<file path="src/sensor_command_line_parser_assert.svh">
// Assertion macros used by the top level of the sensor command line parser.
`ifndef SENSOR_COMMAND_LINE_PARSER_ASSERT_SVH
`define SENSOR_COMMAND_LINE_PARSER_ASSERT_SVH

// Checks that the consequent holds in the same cycle as the antecedent.
`define SCL_ASSERT_NOW(label, ante, cons, msg) \
    label: assert property (@(posedge clk) disable iff (!rst_n) (ante) |-> (cons)) \
        else $error(msg);

// Checks that the consequent holds in the cycle after the antecedent.
`define SCL_ASSERT_NEXT(label, ante, cons, msg) \
    label: assert property (@(posedge clk) disable iff (!rst_n) (ante) |=> (cons)) \
        else $error(msg);

`endif

</file>
<file path="src/scl_pkg.sv">
// Types, constants and per-character parse functions of the sensor command line parser.
package scl_pkg;

    localparam int LINE_MAX = 64;
    localparam int CNT_W    = $clog2(LINE_MAX);
    localparam logic [9:0] MAG_CAP = 10'd1000;
    localparam logic [4:0] POS_CAP = 5'd31;

    localparam logic CFG_TEMP_MIN = 1'b0;
    localparam logic CFG_TEMP_MAX = 1'b1;

    typedef enum logic [1:0] {
        KIND_IGNORED  = 2'd0,
        KIND_TEMP     = 2'd1,
        KIND_BAD_TEMP = 2'd2,
        KIND_TIMEOUT  = 2'd3
    } kind_t;

    typedef enum logic [1:0] {
        PH_LEAD   = 2'd0,
        PH_SIGN   = 2'd1,
        PH_DIGITS = 2'd2,
        PH_BAD    = 2'd3
    } phase_t;

    typedef struct packed {
        logic [2:0] tok;
        logic       in_tok;
        logic [4:0] pos;
        logic       a_sense;
        logic       a_fault;
        logic       a_temp;
        logic       a_timeout;
        logic       first_sense;
        logic       first_fault;
        logic       second_temp;
        logic       second_timeout;
        phase_t     phase;
        logic       neg;
        logic [9:0] mag;
        logic       num_ok;
    } parse_t;

    typedef struct packed {
        logic       valid;
        logic       line_end;
        logic [7:0] char_byte;
    } step_t;

    typedef struct packed {
        kind_t      kind;
        logic [7:0] value;
    } result_t;

    function automatic logic is_ws(logic [7:0] c);
        return (c == 8'h20) || ((c >= 8'h09) && (c <= 8'h0D));
    endfunction

    function automatic logic kw_sense_hit(logic [4:0] pos, logic [7:0] c);
        logic hit;
        case (pos)
            5'd0: hit = (c == "S");
            5'd1: hit = (c == "E");
            5'd2: hit = (c == "N");
            5'd3: hit = (c == "S");
            5'd4: hit = (c == "E");
            default: hit = 1'b0;
        endcase
        return hit;
    endfunction

    function automatic logic kw_fault_hit(logic [4:0] pos, logic [7:0] c);
        logic hit;
        case (pos)
            5'd0: hit = (c == "F");
            5'd1: hit = (c == "A");
            5'd2: hit = (c == "U");
            5'd3: hit = (c == "L");
            5'd4: hit = (c == "T");
            default: hit = 1'b0;
        endcase
        return hit;
    endfunction

    function automatic logic kw_temp_hit(logic [4:0] pos, logic [7:0] c);
        logic hit;
        case (pos)
            5'd0: hit = (c == "T");
            5'd1: hit = (c == "E");
            5'd2: hit = (c == "M");
            5'd3: hit = (c == "P");
            default: hit = 1'b0;
        endcase
        return hit;
    endfunction

    function automatic logic kw_timeout_hit(logic [4:0] pos, logic [7:0] c);
        logic hit;
        case (pos)
            5'd0:  hit = (c == "S");
            5'd1:  hit = (c == "E");
            5'd2:  hit = (c == "N");
            5'd3:  hit = (c == "S");
            5'd4:  hit = (c == "O");
            5'd5:  hit = (c == "R");
            5'd6:  hit = (c == "_");
            5'd7:  hit = (c == "T");
            5'd8:  hit = (c == "I");
            5'd9:  hit = (c == "M");
            5'd10: hit = (c == "E");
            5'd11: hit = (c == "O");
            5'd12: hit = (c == "U");
            5'd13: hit = (c == "T");
            default: hit = 1'b0;
        endcase
        return hit;
    endfunction

    // Closes the current token and latches what it matched.
    function automatic parse_t token_end(parse_t p);
        parse_t q;
        q = p;
        if (q.in_tok)
        begin
            q.in_tok = 1'b0;
            if (q.tok == 3'd1)
            begin
                q.first_sense = q.a_sense && (q.pos == 5'd5);
                q.first_fault = q.a_fault && (q.pos == 5'd5);
            end
            else if (q.tok == 3'd2)
            begin
                q.second_temp    = q.a_temp && (q.pos == 5'd4);
                q.second_timeout = q.a_timeout && (q.pos == 5'd14);
            end
            else if (q.tok == 3'd3)
            begin
                q.num_ok = (q.phase == PH_DIGITS);
            end
        end
        return q;
    endfunction

    // Adds one non-separator character to the current token.
    function automatic parse_t token_char(parse_t p, logic [7:0] c);
        parse_t      q;
        logic        digit;
        logic [3:0]  d;
        logic [13:0] m;
        q = p;
        digit = (c >= "0") && (c <= "9");
        d = c[3:0];
        if (!q.in_tok)
        begin
            q.in_tok = 1'b1;
            if (q.tok < 3'd4)
            begin
                q.tok = q.tok + 3'd1;
            end
            q.pos       = 5'd0;
            q.a_sense   = 1'b1;
            q.a_fault   = 1'b1;
            q.a_temp    = 1'b1;
            q.a_timeout = 1'b1;
            q.phase     = PH_LEAD;
            q.neg       = 1'b0;
            q.mag       = 10'd0;
        end
        m = ({4'd0, q.mag} * 14'd10) + {10'd0, d};
        if (q.tok == 3'd1)
        begin
            q.a_sense = q.a_sense && kw_sense_hit(q.pos, c);
            q.a_fault = q.a_fault && kw_fault_hit(q.pos, c);
        end
        else if (q.tok == 3'd2)
        begin
            q.a_temp    = q.a_temp && kw_temp_hit(q.pos, c);
            q.a_timeout = q.a_timeout && kw_timeout_hit(q.pos, c);
        end
        else if (q.tok == 3'd3)
        begin
            case (q.phase)
                PH_LEAD:
                begin
                    if (is_ws(c))
                    begin
                        q.phase = PH_LEAD;
                    end
                    else if ((c == "+") || (c == "-"))
                    begin
                        q.neg   = (c == "-");
                        q.phase = PH_SIGN;
                    end
                    else if (digit)
                    begin
                        q.mag   = {6'd0, d};
                        q.phase = PH_DIGITS;
                    end
                    else
                    begin
                        q.phase = PH_BAD;
                    end
                end
                PH_SIGN:
                begin
                    if (digit)
                    begin
                        q.mag   = {6'd0, d};
                        q.phase = PH_DIGITS;
                    end
                    else
                    begin
                        q.phase = PH_BAD;
                    end
                end
                PH_DIGITS:
                begin
                    if (digit)
                    begin
                        q.mag = (m > {4'd0, MAG_CAP}) ? MAG_CAP : m[9:0];
                    end
                    else
                    begin
                        q.phase = PH_BAD;
                    end
                end
                default:
                begin
                    q.phase = PH_BAD;
                end
            endcase
        end
        if (q.pos < POS_CAP)
        begin
            q.pos = q.pos + 5'd1;
        end
        return q;
    endfunction

endpackage

</file>
<file path="src/scl_line_parse.sv">
// Line parse state: updates token, keyword and number state per character and classifies the line.
module scl_line_parse
    import scl_pkg::*;
(
    input  logic              clk,
    input  logic              rst_n,
    input  step_t             step,
    input  logic signed [7:0] temp_min,
    input  logic signed [7:0] temp_max,
    output result_t           result
);

    logic [CNT_W-1:0] count_reg, count_next;
    logic             stopped_reg, stopped_next;
    logic             started_reg, started_next;
    parse_t           work_reg, work_next;
    parse_t           snap_reg, snap_next;

    parse_t            fin;
    logic signed [10:0] value;
    logic signed [10:0] lo;
    logic signed [10:0] hi;

    always_comb
    begin
        count_next   = count_reg;
        stopped_next = stopped_reg;
        started_next = started_reg;
        work_next    = work_reg;
        snap_next    = snap_reg;
        if (step.valid)
        begin
            if (step.line_end)
            begin
                count_next   = '0;
                stopped_next = 1'b0;
                started_next = 1'b0;
                work_next    = '0;
                snap_next    = '0;
            end
            else if (!stopped_reg && (count_reg < CNT_W'(LINE_MAX - 1)))
            begin
                count_next = count_reg + CNT_W'(1);
                if (step.char_byte == 8'h00)
                begin
                    stopped_next = 1'b1;
                end
                else if (started_reg || !is_ws(step.char_byte))
                begin
                    started_next = 1'b1;
                    if ((step.char_byte == 8'h20) || (step.char_byte == 8'h09))
                    begin
                        work_next = token_end(work_reg);
                    end
                    else
                    begin
                        work_next = token_char(work_reg, step.char_byte);
                    end
                    // The snapshot skips trailing whitespace of the line.
                    if (!is_ws(step.char_byte))
                    begin
                        snap_next = work_next;
                    end
                end
            end
        end
    end

    always_ff @(posedge clk or negedge rst_n)
    begin
        if (!rst_n)
        begin
            count_reg   <= '0;
            stopped_reg <= 1'b0;
            started_reg <= 1'b0;
            work_reg    <= '0;
            snap_reg    <= '0;
        end
        else
        begin
            count_reg   <= count_next;
            stopped_reg <= stopped_next;
            started_reg <= started_next;
            work_reg    <= work_next;
            snap_reg    <= snap_next;
        end
    end

    always_comb
    begin
        fin   = token_end(snap_reg);
        value = fin.neg ? -$signed({1'b0, fin.mag}) : $signed({1'b0, fin.mag});
        lo    = $signed({{3{temp_min[7]}}, temp_min});
        hi    = $signed({{3{temp_max[7]}}, temp_max});
        result.kind  = KIND_IGNORED;
        result.value = 8'd0;
        if ((fin.tok >= 3'd2) && fin.first_sense && fin.second_temp)
        begin
            result.kind = KIND_BAD_TEMP;
            if ((fin.tok == 3'd3) && fin.num_ok && (value >= lo) && (value <= hi))
            begin
                result.kind  = KIND_TEMP;
                result.value = value[7:0];
            end
        end
        else if ((fin.tok == 3'd2) && fin.first_fault && fin.second_timeout)
        begin
            result.kind = KIND_TIMEOUT;
        end
    end

endmodule

</file>
<file path="src/sensor_command_line_parser.sv">
// Top level of the sensor command line parser: handshakes, configuration and result register.
// One character item is taken every cycle. Each item goes into an input register, the parse
// state updates from it in the next cycle, and an end-of-line item loads its classification
// into the result register at that same edge. Only an end-of-line item waiting in the input
// register while an earlier result is still held stops the input side and delays that
// update; character items keep flowing. Configuration writes are taken in every cycle.
module sensor_command_line_parser
    import scl_pkg::*;
(
    input  logic       clk,
    input  logic       rst_n,
    input  logic       s_tvalid,
    output logic       s_tready,
    input  logic [7:0] s_tdata,   // [7:0] char_byte
    input  logic       s_tlast,   // line_end
    output logic       m_tvalid,
    input  logic       m_tready,
    output logic [7:0] m_tdata,   // [7:0] temp_value
    output logic [1:0] m_tuser,   // [1:0] line_kind
    input  logic       cfg_valid,
    output logic       cfg_ready,
    input  logic       cfg_index,
    input  logic [7:0] cfg_data
);

`include "sensor_command_line_parser_assert.svh"

    logic              in_valid_reg;
    logic              in_end_reg;
    logic [7:0]        in_byte_reg;
    logic              out_valid_reg;
    kind_t             out_kind_reg;
    logic [7:0]        out_temp_reg;
    logic signed [7:0] temp_min_reg;
    logic signed [7:0] temp_max_reg;

    logic    advance;
    logic    load;
    step_t   step;
    result_t result;

    assign advance   = !in_end_reg || !out_valid_reg || m_tready;
    assign s_tready  = !in_valid_reg || advance;
    assign load      = in_valid_reg && in_end_reg && advance;
    assign cfg_ready = 1'b1;

    assign step.valid     = in_valid_reg && advance;
    assign step.line_end  = in_end_reg;
    assign step.char_byte = in_byte_reg;

    scl_line_parse u_parse (
        .clk      (clk),
        .rst_n    (rst_n),
        .step     (step),
        .temp_min (temp_min_reg),
        .temp_max (temp_max_reg),
        .result   (result)
    );

    always_ff @(posedge clk or negedge rst_n)
    begin
        if (!rst_n)
        begin
            in_valid_reg  <= 1'b0;
            in_end_reg    <= 1'b0;
            out_valid_reg <= 1'b0;
            temp_min_reg  <= 8'sd15;
            temp_max_reg  <= 8'sd80;
        end
        else
        begin
            if (s_tready)
            begin
                in_valid_reg <= s_tvalid;
                in_end_reg   <= s_tvalid && s_tlast;
            end
            if (load)
            begin
                out_valid_reg <= 1'b1;
            end
            else if (m_tready)
            begin
                out_valid_reg <= 1'b0;
            end
            if (cfg_valid)
            begin
                unique case (cfg_index)
                    CFG_TEMP_MIN: temp_min_reg <= cfg_data;
                    CFG_TEMP_MAX: temp_max_reg <= cfg_data;
                endcase
            end
        end
    end

    always_ff @(posedge clk)
    begin
        if (s_tready && s_tvalid)
        begin
            in_byte_reg <= s_tdata;
        end
        if (load)
        begin
            out_kind_reg <= result.kind;
            out_temp_reg <= result.value;
        end
    end

    assign m_tvalid = out_valid_reg;
    assign m_tdata  = out_temp_reg;
    assign m_tuser  = out_kind_reg;

    `SCL_ASSERT_NOW(a_temp_zero_unless_temp,
        out_valid_reg && (out_kind_reg != KIND_TEMP), out_temp_reg == 8'd0,
        "temperature field not zero for a non-temperature result")
    `SCL_ASSERT_NEXT(a_end_waits_for_result,
        in_valid_reg && in_end_reg && out_valid_reg && !m_tready,
        in_valid_reg && in_end_reg && out_valid_reg,
        "line end item left the input stage while the result was held")
    `SCL_ASSERT_NEXT(a_char_makes_no_result,
        in_valid_reg && !in_end_reg && !out_valid_reg, !out_valid_reg,
        "character item produced a result")

endmodule

</file>
<file path="config.mk">
export PLATFORM = sky130hd
export DESIGN_NAME = sensor_command_line_parser
export DESIGN_NICKNAME = d
export VERILOG_FILES = /design/src/scl_pkg.sv /design/src/scl_line_parse.sv /design/src/sensor_command_line_parser.sv
export VERILOG_INCLUDE_DIRS = /design/src /design/src/src
export SDC_FILE = /design/constraint.sdc
export NUM_CORES = 1
export LEC_CHECK = 0
export BUFFER_PORTS_ARGS = -buffer_cell sky130_fd_sc_hd__clkbuf_2
export CORE_UTILIZATION = 55
export DETAILED_ROUTE_END_ITERATION = 12
export PLACE_DENSITY = 0.83
export SETUP_SLACK_MARGIN = 0.5
export SYNTH_ARGS = -nofsm -noshare
export SYNTH_HDL_FRONTEND = slang
export SYNTH_SLANG_ARGS = --single-unit
</file>
<file path="constraint.sdc">
create_clock -name clk -period 8.8 [get_ports clk]
set_input_delay 2.2 -clock clk [delete_from_list [all_inputs] [get_ports clk]]
set_output_delay 2.2 -clock clk [all_outputs]
set_load 0.02 [all_outputs]
</file>
==> results, run 1 <==
- The die span in y is 121 um.
- After synthesis, the share of flip-flops with an asynchronous set or reset is between 80% and 90%.
- The number of warnings printed during yosys synthesis is 0.
- The quantity of I/O buffers inserted on ports is 34.
- The routed design could run at a clock period as short as ~5 ns.
- In this run the deepest clock path goes through 2 buffers.
- Summed over all layers, the routed wires come to ~18,000 um.
- The number of nets in the synthesized netlist is 972.
- After detailed placement, the design holds a cell count of approximately 1,100.
- The ratio of final minimum period to clock period is a little under three fifths.
- The number of max-cap violations is 0.
- In this run, the combinational gates consume 39.8% of the power.
- The worst hold path was traced through 2 stages.
- The via count of the first global-routing pass is a little over 6,000.
- The clock-pin slew of the registers on the worst-case setup and hold paths is approximately 0.07 ns.
- The worst setup path is captured at a primary output.
- After synthesis, the netlist uses 91 different library cells.
- The core footprint is around 0.014 mm2.
- The final global-route overflow total is 0.
- The post-CTS setup buffer count is 0.
- The final weighted congestion of routability-driven global placement is between 0.9 and 1.
- Derived from the worst setup path, the maximum achievable clock frequency is 199 MHz.
- The iteration-0 DRC count of the detailed router is between 500 and 600.
- The critical path goes through clkbuf_2, nor2b_1, nand3_1, clkbuf_2.
- The number of buffers and inverters on the critical path is 2.
- The area growth from synthesis to final layout is 6.55%.
- The arrival time reported for the critical path endpoint is about 2.8 ns.
- Setup violations remaining at the end of the flow were counted as 0.
- The number of vias after detailed routing is just under 7,000.
- The total count of hold-check failures in the final report is 0.
- The headroom to the max-slew limit is 30.3%.
- The critical path is of the input pin to primary output type.
- The number of DRC violations after detailed routing is 0.
- Across all setup checks in the final design, the least slack found is 3.77 ns.
- The proportion of power drawn by the clock network is 22.3%.
- For the pin with the worst max-slew slack, the measured transition is roughly 1.0 ns.
- Clock latency on the worst-skew pair, taken at its later pin, is about 0.35 ns.
- Counting stages on the worst path, the most repeated cell is sky130_fd_sc_hd__clkbuf_2.
- The logic depth of the worst register-to-register path is 14.
- Cells with a size suffix above 1 make up between 10% and 20% of the layout.
- The first-pass GRT wire length is approximately 30,000 um.
- The HPWL reported at the end of detailed placement is around 13,000 um.
- For this run, the leading register cell type out of synthesis is sky130_fd_sc_hd__dfrtp_1.
- The count of hold-fix buffers inserted at cts is 0.
- Per report_power, the sequential group accounts for 37.9% of the total.
- The flip-flop count of the largest register, all copies and words added is 31.
- The number of gates resized after CTS was 0.
- The number of vias per cell after detailed routing is 6.29.
- The clock net sink count is 105.
- The number of standard cells in the final layout excluding fillers is ~1,100.
- The type of element launching the critical path is an input pin.
- In this run the worst path has a maximum fanout of 4.
- The run finished with clean final reports.
- Data on the critical path is required at its endpoint by 6.60 ns.
- The most common cell after layout, fill and taps aside is sky130_fd_sc_hd__nand2_1.
- The number of antenna-violating nets in the routed design is 0.
- The die covers ~0.015 mm2.
- Across the VDD grid, the largest voltage drop is between 0.1 and 0.15 mV.
- Setup repair after global routing left no endpoint under its margin.
- The leakage component of the power is 3.65 nW.
- The repair_antennas step left the layout with diodes totalling 0.
- At the placement stage, the worst setup path has a slack of between 3 and 4 ns.
- The register area share after synthesis is approximately a third.
- After floorplanning, the core was divided into 43 placement rows.
- The type of the most critical hold path is register to register.
- The cell area after technology mapping is roughly 0.0078 mm2.
- The maximum clock skew at final layout is between 0.008 and 0.009 ns.
- The switching portion of total power is 40.2%.
- Internal power comes to roughly 0.0011 W.
- The average instance in the mapped netlist occupies 8.61 um2.
- The net switching component of the power is roughly 0.00074 W.
- The power density normalized to cell area is 221 mW/mm2.
- The cell at the root of the clock tree is sky130_fd_sc_hd__clkbuf_16.
- The count of pins over their slew limit is 0.
- Among cell families on the critical path, the largest total delay comes from simple AND/OR/NAND/NOR gates.
- At the end of the flow, the number of nets in the layout was a little under 1,000.
- The synthesized instance count is about 900.
- The layout has 1,177 filler cells.
- The largest individual stage delay along the critical path comes from the cell sky130_fd_sc_hd__clkbuf_2.
- Summed over all failing endpoints, the final setup total negative slack is 0 ns.
- The number of antenna violations at the first check in global routing is 0.
- TritonCTS created 9 clock buffers.
- Counting flops with a built-in enable in the synthesized netlist gives 18.
- In the layout the commonest cells are sky130_fd_sc_hd__nand2_1 (125), sky130_fd_sc_hd__dfrtp_1 (81), sky130_fd_sc_hd__nor2_1 (69).
- The total number of cells along the worst setup path is 4.
- Entering global routing, the biggest net connects 85 pins.
- The die outline width is 121 um.
- The synthesis-stage register bit count is between 100 and 150.
- The CTS tree is done.
- Across every metal layer, demand over resource in global routing totals about a quarter.
- The CTS H-tree depth is 3.
- On the worst path, the slowest cell contributes a delay of about 0.21 ns.
- The per-cell routed wire length is ~17 um.
- The total I/O pin count is 36.
- The count of TritonRoute iterations in the first routing pass is 5.
- The effective utilization at floorplan is 56.1%.
[cells by family (layout without fill, tap and decap cells)]
| kind of cell | Yosys count | after routing | synth area share [%] |
|---|---|---|---|
| XOR/XNOR | 34 | 34 | 3.84 |
| buffers and inverters | 90 | 94 | 4.87 |
| AND/OR/NAND/NOR | 343 | 343 | 21.7 |
| other | 1 | 1 | 0.0483 |
| adder cells (fa/ha/maj) | 48 | 48 | 7.83 |
| flip-flops | 105 | 105 | 35.1 |
| multiplexers | 21 | 21 | 3.03 |
| AO/OA/AOI/OAI | 259 | 259 | 23.6 |
[path summary, 6_finish.rpt]
check                                     start              end  slack, ns
min                             u_parse.fin[24]  u_parse.fin[24]       0.47
min in group asynchronous                 rst_n  u_parse.fin[22]       1.62
min reg2reg                     u_parse.fin[24]  u_parse.fin[24]       0.47
max reg2reg                u_parse.work_reg[27]   u_parse.fin[3]       4.30
max in group asynchronous                 rst_n  temp_min_reg[7]       5.98
max                                    m_tready         s_tready       3.77
[cell type report]
type	instances	area (um2)	share of cell area, %
clock inverter	7	75.1	0.908
multi-input combinational	706	4660	56.3
inverter	38	143	1.72
timing repair buffer	40	218	2.63
sequential	105	2730	33.0
tap	180	225	2.72
clock buffer	9	225	2.72
[routing by layer]
metal	global-route usage (%)	vias to the layer above	routed length [um]
met3	5.05	41	1190
met5	0	-	0
met2	41.1	231	8310
met1	35.0	3271	8270
li1	-	3284	-
met4	8.10	0	374
[per-stage QoR]
step           instance area [um2]  hold WS (ns)  power (W)  utilization, %
2_1_floorplan                 7760         0.438    0.00124               -
3_3_place_gp                  7970         0.456    0.00138            57.6
3_5_place_dp                  7970         0.457    0.00141            57.6
4_1_cts                       8270         0.475    0.00182            59.8
5_1_grt                       8270         0.488    0.00194            59.8
6_report                      8270         0.472    0.00183            59.8
[Yosys cell counts (all sizes together), types with 4 or more instances]
cell type | instances | share of area, %
o21ai | 65 | 4.3
or3 | 9 | 0.73
a31o | 5 | 0.56
a31oi | 12 | 0.97
and3 | 10 | 0.81
a21boi | 6 | 0.58
o41ai | 4 | 0.79
xor2 | 10 | 1.1
clkbuf | 38 | 1.8
nand3 | 19 | 1.2
and4 | 6 | 0.68
nor2 | 69 | 3.3
a211oi | 9 | 1.1
a21o | 7 | 0.68
a22o | 7 | 0.79
a32oi | 5 | 0.56
mux2i | 4 | 0.52
nand2b | 11 | 0.89
inv | 38 | 1.8
or4 | 6 | 0.58
o22ai | 5 | 0.40
a32o | 7 | 0.90
xnor2 | 24 | 2.7
buf | 14 | 1.2
dfrtp | 81 | 26
ha | 47 | 7.6
edfxtp | 18 | 7.0
a311oi | 5 | 0.56
and2 | 8 | 0.64
or2 | 4 | 0.32
o211ai | 8 | 0.84
o31ai | 20 | 2.2
nor2b | 21 | 1.7
a21oi | 48 | 3.1
nand2 | 125 | 6.0
nor3 | 24 | 1.7
nand4 | 8 | 0.64
a22oi | 6 | 0.58
mux2 | 17 | 2.5
nor3b | 7 | 0.74
o21a | 7 | 0.68
dfstp | 6 | 2.0
[worst register-to-register path, delay by kind of cell, from the launching register on]
| kind | cells | cell delay [ns] |
|---|---|---|
| AO/OA/AOI/OAI | 3 | 0.75 |
| buffers and inverters | 3 | 0.89 |
| AND/OR/NAND/NOR | 4 | 1.15 |
| multiplexers | 1 | 0.32 |
| flip-flops | 1 | 0.34 |
| XOR/XNOR | 1 | 0.35 |
| adder cells (fa/ha/maj) | 2 | 0.65 |
[power by group through the flow]
stage          sequential, W  clock [W]  combinational [W]
5_1_grt             0.000705   0.000431           0.000804
4_1_cts             0.000689   0.000413           0.000716
2_1_floorplan       0.000647          0           0.000592
6_report            0.000693   0.000408           0.000727
3_3_place_gp        0.000692          0           0.000692
3_5_place_dp        0.000696          0           0.000712
No activity file was read; power rests on OpenSTA's default activity.
==> run 2, diff against run 1 <==
--- a/config.mk
+++ b/config.mk
@@ -6,10 +6,11 @@
 export SDC_FILE = /design/constraint.sdc
 export NUM_CORES = 1
 export LEC_CHECK = 0
+export ABC_AREA = 1
 export BUFFER_PORTS_ARGS = -buffer_cell sky130_fd_sc_hd__clkbuf_2
 export CORE_UTILIZATION = 55
 export DETAILED_ROUTE_END_ITERATION = 12
-export PLACE_DENSITY = 0.83
+export PLACE_DENSITY = 0.85
 export SETUP_SLACK_MARGIN = 0.5
 export SYNTH_ARGS = -nofsm -noshare
 export SYNTH_HDL_FRONTEND = slang
==> constraint.sdc (replaced) <==
create_clock -name clk -period 4.26 [get_ports clk]
set_input_delay 1.065 -clock clk [delete_from_list [all_inputs] [get_ports clk]]
set_output_delay 1.065 -clock clk [all_outputs]
set_load 0.02 [all_outputs]
==> results, run 2 <==
- The total count of hold-check failures in the final report is 0 (unchanged).
- The startpoint of the lowest-slack register-to-register path is u_parse.fin[1].
- The number of placement rows is 42 (-2.3%).
- The per-cell routed wire length was 13.8 um (-17%).
- The routing usage on met2 is 44.4% (+3.3 points).
- The number of warnings printed during yosys synthesis is 0 (unchanged).
- The antenna cell count is 0 (unchanged).
- The power density normalized to cell area is 435 mW/mm2 (+97%).
- The number of flops mapped to enable cells by yosys is 18 (unchanged).
- Setup repair after global routing could not meet its margin everywhere.
- The headroom to the max-slew limit is 29.6% (-0.68 points).
- The post-synthesis async set-or-reset flop share was 82.9% (unchanged).
- The number of placed cells counting well taps is 1,292 (+21%).
- The synthesized instance count is 1,103 (+22%).
- The number of DRC violations after detailed routing came to 0 (unchanged).
- The cell family with the largest share of critical-path delay is compound AO/OA/AOI/OAI gates.
- The part of the total power dissipated in combinational logic was 39.2% (-0.6 points).
- The total I/O pin count came to 36 (unchanged).
- The clock net sink count is 105 (unchanged).
- The synthesized design spends more area on one cell type than any other, namely sky130_fd_sc_hd__dfrtp_1.
- Leaving out fill and tap cells, the most frequent cell in the layout is sky130_fd_sc_hd__nand2_1.
- The count of pins over their slew limit is 0 (unchanged).
- The run finished with clean final reports.
- The via count of the first global-routing pass is 6,771 (+9.2%).
- The data required time at the worst endpoint is 4.47 ns (-2.13 ns).
- The highest cell delay on the worst timing path is 0.40 ns (+0.19 ns).
- The largest buffer count on any clock path was 2 (unchanged).
- The CTS H-tree depth is 3 (unchanged).
- The layer flagged by global routing as most heavily used is met2.
- The net switching component of the power is 0.00148 W (+100%).
- Yosys attributes the largest share of cell area to sky130_fd_sc_hd__dfrtp_1 (26%), sky130_fd_sc_hd__nand2_1 (15%), sky130_fd_sc_hd__ha_1 (7.7%), sky130_fd_sc_hd__inv_1 (7.6%), sky130_fd_sc_hd__edfxtp_1 (7.1%).
- The cell with the most instances after synthesis is sky130_fd_sc_hd__nand2_1.
- The peak fanout along the critical path came to 6 (+2).
- The proportion of power drawn by the clock network is 23.6% (+1.3 points).
- The routing usage on met1 is 34.1% (-0.85 points).
- The total internal power is 0.00213 W (+95%).
- The final global-route overflow total was 0 (unchanged).
- The number of vias per cell after detailed routing was 5.54 (-12%).
- The type of element launching the critical path is a register.
- The die outline width came to 120 um (-0.64%).
- The final total negative setup slack came to 0 ns (unchanged).
- The global-route total usage across every layer was 26.4% (+0.70 points).
- The TritonCTS buffer count came to 9 (unchanged).
- The number of standard cells in the final layout excluding fillers came to 1,312 (+21%).
- The post-synthesis area per instance is 6.95 um2 (-19%).
- In this run the clock root is driven by a sky130_fd_sc_hd__clkbuf_16.
- The synthesis-stage register bit count is 105 (unchanged).
- The endpoint of the most critical setup path is m_tdata[6].
- The overall power after layout is 0.00361 W (+98%).
- The iteration-0 DRC count of the detailed router came to 531 (-2.4%).
- The clock-pin slew of the registers on the worst-case setup and hold paths is 0.07 ns (about the same).
- The full die area is 0.0144 mm2 (-1.3%).
- The clock latency reported for the late side of the worst-skew pair is 0.35 ns (about the same).
- The HPWL reported at the end of detailed placement was 13,700 um (+4.4%).
- The min-delay analysis places its worst path in the category register to register.
- The slack of the worst reg-to-reg path is 0.82 ns (-3.48 ns).
- The number of distinct library cells after synthesis is 53 (-42%).
- The leakage component of the power is 4.30 nW (+18%).
- The cell type of the slowest stage on the worst timing path is sky130_fd_sc_hd__dfrtp_1.
- The die span in y is 120 um (-0.64%).
- The quantity of I/O buffers inserted on ports was 34 (unchanged).
- The wire length after detailed routing is 18,200 um (about the same).
- The core footprint is 0.0134 mm2 (-3.1%).
- The number of max-cap violations is 0 (unchanged).
- The share of the synthesized area in the top cell type came to 26.5% (+0.34 points).
- For this run, the leading register cell type out of synthesis is sky130_fd_sc_hd__dfrtp_1.
- The most critical setup path has its startpoint at u_parse.fin[1].
- Counting I/O delays and the setup requirement, the final critical path takes roughly 3.4 ns.
- The number of antenna violations at the first check in global routing is 0 (unchanged).
- The count of TritonRoute iterations in the first routing pass was 7 (+2).
- The number of buffers and inverters on the critical path came to 4 (+2).
- The maximum clock skew at final layout is 0.0119 ns (+0.00323 ns).
- STA classifies the critical path endpoint as a register.
- The maximum VDD drop was 0.284 mV (+130%).
- The worst path uses about four fifths of the clock period.
- Static timing analysis puts the maximum clock frequency at around 290 MHz.
- The flip-flop count of the largest register, all copies and words added is 31 (unchanged).
- The total number of cells along the worst setup path is 17 (+13).
- The number of vias after detailed routing came to 7,271 (+6.5%).
- The utilization after layout is 62.1% (+2.2 points).
- The register area share after synthesis is 35.6% (+0.46 points).
- The final weighted congestion of routability-driven global placement is 0.888 (-5.6%).
- The effective utilization at floorplan is 57.2% (+1.0 points).
- The number of setup violations in the final report is 0 (unchanged).
- The worst register-to-register path ends at m_tdata[6].
- Relative to the synthesized area, the layout overhead comes to 8.54%.
- The fraction of layout cells with a size suffix above 1 is 8.98% (-2.5 points).
- Walking the worst path, the cells encountered are inv_1, ha_1, inv_1, nor2_1, inv_1, o21ai_0, xor2_1, ha_1, a21o_1, a31oi_1, o21ai_0, a31oi_1, o21ai_0, nand3_1, nand4_1, buf_4, nor2_1.
- In the layout the commonest cells are sky130_fd_sc_hd__nand2_1 (312), sky130_fd_sc_hd__inv_1 (156), sky130_fd_sc_hd__nor2_1 (91).
- By count the netlist is led by sky130_fd_sc_hd__nand2_1 (312), sky130_fd_sc_hd__inv_1 (156), sky130_fd_sc_hd__nor2_1 (91), sky130_fd_sc_hd__dfrtp_1 (81), sky130_fd_sc_hd__o21ai_0 (81).
- The cell area after technology mapping is 0.00766 mm2 (-1.3%).
- The logic depth of the worst register-to-register path is 17 (+3).
- The actual transition at the worst max-transition pin is 1.06 ns (+0.0102 ns).
- The CTS tree is done.
- The number of antenna-violating nets in the routed design is 0 (unchanged).
- The arrival time reported for the critical path endpoint is 3.65 ns (+0.82 ns).
- The critical path is of the register to register type.
- The number of nets in the synthesized netlist is 1,174 (+21%).
- The switching portion of total power came to 41.0% (+0.78 points).
- The number of nets in the final layout was 1,202 (+24%).
- The maximum number of pins on one net before global-route repair is 84 (-1.2%).
- The sequential share of power is 37.3% (-0.6 points).
- The first-pass GRT wire length is 30,700 um (+2.4%).
- The met3 capacity usage during global routing was 4.80% (-0.25 points).
run 2: cell families after synthesis:
group                      after synthesis  synth area share, %
AOI/OAI and AO/OA                      192                 14.3
buffers and inverters                  196                 9.93
other                                    1               0.0489
and+or+nand+nor                        546                 30.5
xor gates and xnor gates                15                 1.71
adders and majority gates               48                 7.94
DFF                                    105                 35.6
run 2: per-stage QoR:
stage | instance area [um2] | setup WS (ns) | hold WS [ns]
floorplan | 7660 | 1.05 | 0.444
global placement | 7970 | 0.725 | 0.467
detailed placement | 7970 | 0.650 | 0.481
CTS | 8280 | 0.683 | 0.497
global route | 8320 | 0.481 | 0.508
finish | 8320 | 0.821 | 0.497
run 2: how the worst min path moves through the flow:
stage | start | end | slack [ns] | depth (start not counted)
6_report | temp_min_reg[6] | temp_min_reg[6] | 0.50 | 2
5_1_grt | temp_max_reg[5] | temp_max_reg[5] | 0.51 | 2
4_1_cts | temp_max_reg[5] | temp_max_reg[5] | 0.50 | 2
3_5_place_dp | temp_max_reg[5] | temp_max_reg[5] | 0.48 | 2
3_3_place_gp | u_parse.snap_reg[0] | u_parse.snap_reg[0] | 0.47 | 2
2_1_floorplan | u_parse.fin[12] | u_parse.fin[12] | 0.44 | 2
run 2: layout make-up:
class	instances	area, um2
Multi-Input combinational cell	802	4180
Tap cell	176	220
Timing Repair Buffer	44	248
Inverter	169	636
Fill cell	1227	5080
Clock inverter	4	42.5
Sequential cell	105	2730
Clock buffer	12	268
run 2: per-layer routing:
metal	vias to the layer above	part of all wire (%)	routed length, um
met1	3350	44	8000
li1	3660	-	-
met5	-	0	0
met2	223	49	8890
met4	0	2.2	393
met3	38	4.8	871
run 2: worst min-delay path: cells and delay by family, from the launching register on:
family / cells / cell delay [ns]
AO/OA/AOI/OAI: 1 / 0.06
flip-flops: 1 / 0.35
AND/OR/NAND/NOR: 1 / 0.05
run 2: what timing repair did:
item	CTS	global route
setup endpoints to repair	0	23
resized for setup	0	1
hold buffers	0	0
buffers inserted	0	4
run 2: power groups by stage:
| stage | clock (W) | combinational (W) | sequential [W] |
|---|---|---|---|
| floorplan | 0 | 0.00108 | 0.00131 |
| global placement | 0 | 0.00134 | 0.00136 |
| detailed placement | 0 | 0.00139 | 0.00136 |
| CTS | 0.000865 | 0.00140 | 0.00134 |
| global route | 0.000901 | 0.00161 | 0.00137 |
| finish | 0.000852 | 0.00142 | 0.00135 |
==> run 3, diff against run 2 <==
--- a/config.mk
+++ b/config.mk
@@ -10,7 +10,7 @@
 export BUFFER_PORTS_ARGS = -buffer_cell sky130_fd_sc_hd__clkbuf_2
 export CORE_UTILIZATION = 55
 export DETAILED_ROUTE_END_ITERATION = 12
-export PLACE_DENSITY = 0.85
+export PLACE_DENSITY = 0.83
 export SETUP_SLACK_MARGIN = 0.5
 export SYNTH_ARGS = -nofsm -noshare
 export SYNTH_HDL_FRONTEND = slang
==> constraint.sdc (replaced) <==
create_clock -name clk -period 3.6 [get_ports clk]
set_input_delay 0.9 -clock clk [delete_from_list [all_inputs] [get_ports clk]]
set_output_delay 0.9 -clock clk [all_outputs]
set_load 0.02 [all_outputs]
==> results, run 3 (synthesis results as in run 2) <==
- The endpoint class of the critical path is a register.
- The antenna cell count is 0 (unchanged).
- The effective utilization at floorplan is 57.2% (unchanged).
- The type of element launching the critical path is a register.
- The number of DRC violations after detailed routing is 0 (unchanged).
- The cell family contributing the most delay on the critical path is simple AND/OR/NAND/NOR gates.
- The TritonCTS buffer count came to 9 (unchanged).
- The number of placement rows is 42 (unchanged).
- The maximum VDD drop is 0.365 mV (+29%).
- The count of pins over their slew limit was 0 (unchanged).
- In the layout the commonest cells are sky130_fd_sc_hd__nand2_1 (284), sky130_fd_sc_hd__inv_1 (146), sky130_fd_sc_hd__nor2_1 (83).
- The quantity of I/O buffers inserted on ports is 34 (unchanged).
- The iteration-0 DRC count of the detailed router came to 708 (+33%).
- The number of antenna violations at the first check in global routing is 0 (unchanged).
- Setup repair after global routing could not meet its margin everywhere.
- The final weighted congestion of routability-driven global placement is 0.913 (+2.9%).
- The headroom to the max-slew limit is 31.4% (+1.8 points).
- The largest buffer count on any clock path was 2 (unchanged).
- The die span in y is 120 um (unchanged).
- The highest cell delay on the worst timing path is 0.47 ns (+0.07 ns).
- The library cell used most frequently in the layout, excluding fill and tap cells, is sky130_fd_sc_hd__nand2_1.
- The clock net sink count is 105 (unchanged).
- The leakage component of the power came to 4.38 nW (+1.8%).
- The most used cell along the critical path is sky130_fd_sc_hd__nand2_2.
- The clock latency reported for the late side of the worst-skew pair is 0.36 ns (about the same).
- The data required time at the worst endpoint came to 3.84 ns (-0.63 ns).
- The maximum clock rate is 316 MHz (+8.6%).
- The critical path is of the register to register type.
- The flip-flop count of the largest register, all copies and words added is 31 (unchanged).
- The total count of hold-check failures in the final report is 0 (unchanged).
- The number of vias per cell after detailed routing is 5.67 (+2.3%).
- The final total negative setup slack is 0 ns (unchanged).
- The number of antenna-violating nets in the routed design was 0 (unchanged).
- The wire length after detailed routing was 19,200 um (+5.5%).
- The clock-pin slew of the registers on the worst-case setup and hold paths is 0.08 ns (about the same).
- The minimum clock period came to 3.17 ns (-0.272 ns).
- The tree is rooted in a sky130_fd_sc_hd__clkbuf_16.
- The CTS tree is done.
- The final standard cell area without fillers is 0.00878 mm2 (+5.6%).
- The HPWL reported at the end of detailed placement is 13,800 um (+0.94%).
- The number of max-cap violations is 0 (unchanged).
- In this run the most critical hold path is launched from u_parse.count_reg[2].
- The power density normalized to cell area is 499 mW/mm2 (+15%).
- The number of stages on the worst hold path is 1 (-1).
- The run finished with clean final reports.
- The area growth from synthesis to layout is 14.6%.
- The core footprint came to 0.0134 mm2 (unchanged).
- The startpoint of the lowest-slack register-to-register path is u_parse.work_reg[27].
- The CTS H-tree depth was 3 (unchanged).
- The full die area came to 0.0144 mm2 (unchanged).
- The maximum number of pins on one net before global-route repair came to 44 (-48%).
- The critical path goes through buf_6, nand2_1, nor2_2, ha_2, inv_2, fa_2, inv_2, nand2_2, nor2_4, nand2_2, nor2_4, nand2_2, nand2_2, nand3_2, nor2_4, nor2_4, nand2_4, nand2_4, nand3_2, nand2_1, nand2_1, nand2_2, nand3_2, nand2_1.
- The number of setup violations in the final report is 0 (unchanged).
- The count of TritonRoute iterations in the first routing pass is 6 (-1).
- The area taken by flip-flops and latches is 0.00273 mm2 (about the same).
- The global-route total usage across every layer is 27.0% (+0.62 points).
- The actual transition at the worst max-transition pin is 1.02 ns (-0.0375 ns).
- The area taken by multi-input logic gates is 0.00456 mm2 (+9.3%).
- The logic depth of the worst register-to-register path is 24 (+7).
- The start point of the critical path is u_parse.work_reg[27].
- The number of filler cells placed in the layout is 1,154 (-5.9%).
- The die outline width was 120 um (unchanged).
- The first-pass GRT wire length was 31,100 um (+1.3%).
- The fraction of layout cells with a size suffix above 1 is 17.4% (+8.5 points).
- The area of placed instances is 0.00802 mm2 (+0.56%).
- The number of buffers and inverters on the critical path is 3 (-1).
- The per-cell routed wire length is 14.5 um (+4.6%).
- The via count of the first global-routing pass was 6,862 (+1.3%).
- The total number of cells along the worst setup path is 24 (+7).
- The maximum clock skew at final layout is 0.0141 ns (+0.00224 ns).
- The arrival time reported for the critical path endpoint is 3.41 ns (-0.24 ns).
- The number of vias after detailed routing is 7,499 (+3.1%).
- The peak fanout along the critical path is 6 (unchanged).
- The total I/O pin count is 36 (unchanged).
- The type of the most critical hold path is register to register.
- The number of nets in the final layout was 1,213 (+0.92%).
- The cell type of the slowest stage on the worst timing path is sky130_fd_sc_hd__dfrtp_2.
- The ratio of final minimum period to clock period is 88.0% (+7.2 points).
- The final global-route overflow total is 0 (unchanged).
## run 3: cell count changes in the layout (fill, tap and decap cells not counted), moves of 5 or more
cell / previous run / this run
sky130_fd_sc_hd__nand2_1: 312 / 284
sky130_fd_sc_hd__nand3_2: 2 / 23
sky130_fd_sc_hd__inv_2: 12 / 22
sky130_fd_sc_hd__nor2_4: 3 / 8
sky130_fd_sc_hd__inv_1: 156 / 146
sky130_fd_sc_hd__nand2_2: 4 / 28
sky130_fd_sc_hd__nor2_1: 91 / 83
sky130_fd_sc_hd__buf_4: 11 / 19
sky130_fd_sc_hd__nand3_1: 72 / 48
sky130_fd_sc_hd__ha_1: 47 / 41
## run 3: area by class of cell
type                            instances  area share [%]
Inverter                              169            7.24
Clock inverter                          7           0.741
Timing Repair Buffer                   55            3.89
Tap cell                              176            2.51
Clock buffer                            9            2.57
Multi-Input combinational cell        802            52.0
Sequential cell                       105            31.1
## run 3: power by group
group	internal [W]	switching, W	leakage [nW]	total (W)
sequential	0.00141	0.000182	1.30	0.00159
clock	0.000491	0.000498	0.147	0.000989
combinational	0.000614	0.00118	2.93	0.00180
total	0.00252	0.00186	4.38	0.00438
## run 3: worst paths after layout
path	endpoint	slack [ns]
worst min register to register	u_parse.count_reg[2]	0.49
worst min-delay path	u_parse.count_reg[2]	0.49
worst max register to register	u_parse.work_reg[2]	0.43
worst max-delay path	u_parse.work_reg[2]	0.43
max in group asynchronous	temp_max_reg[6]	2.31
min in group asynchronous	temp_min_reg[5]	0.53
## run 3: layer usage
metal	GRT usage, %	vias up	wire length (um)
li1	-	3690	-
met4	10.0	0	563
met3	4.56	54	1000
met1	34.6	3505	8170
met5	0	-	0
met2	45.5	250	9420
## run 3: timing repair
| item | CTS | global route |
|---|---|---|
| hold buffers | 0 | 0 |
| setup endpoints to repair | 28 | 30 |
| pin swaps | 14 | 31 |
| gates resized for setup | 37 | 71 |
| buffers inserted | 3 | 6 |
## run 3: metrics by stage
stage                     cells  setup WS (ns)  power (W)  hold WS, ns  util (%)
after floorplan            1103          0.523    0.00283        0.444         -
after global placement     1298          0.302    0.00319        0.464      59.8
after detailed placement   1298          0.105    0.00324        0.472      59.8
after CTS                  1317          0.494    0.00428        0.495      63.3
after global routing       1323          0.227    0.00469        0.509      65.5
final                      1323          0.433    0.00438        0.491      65.5
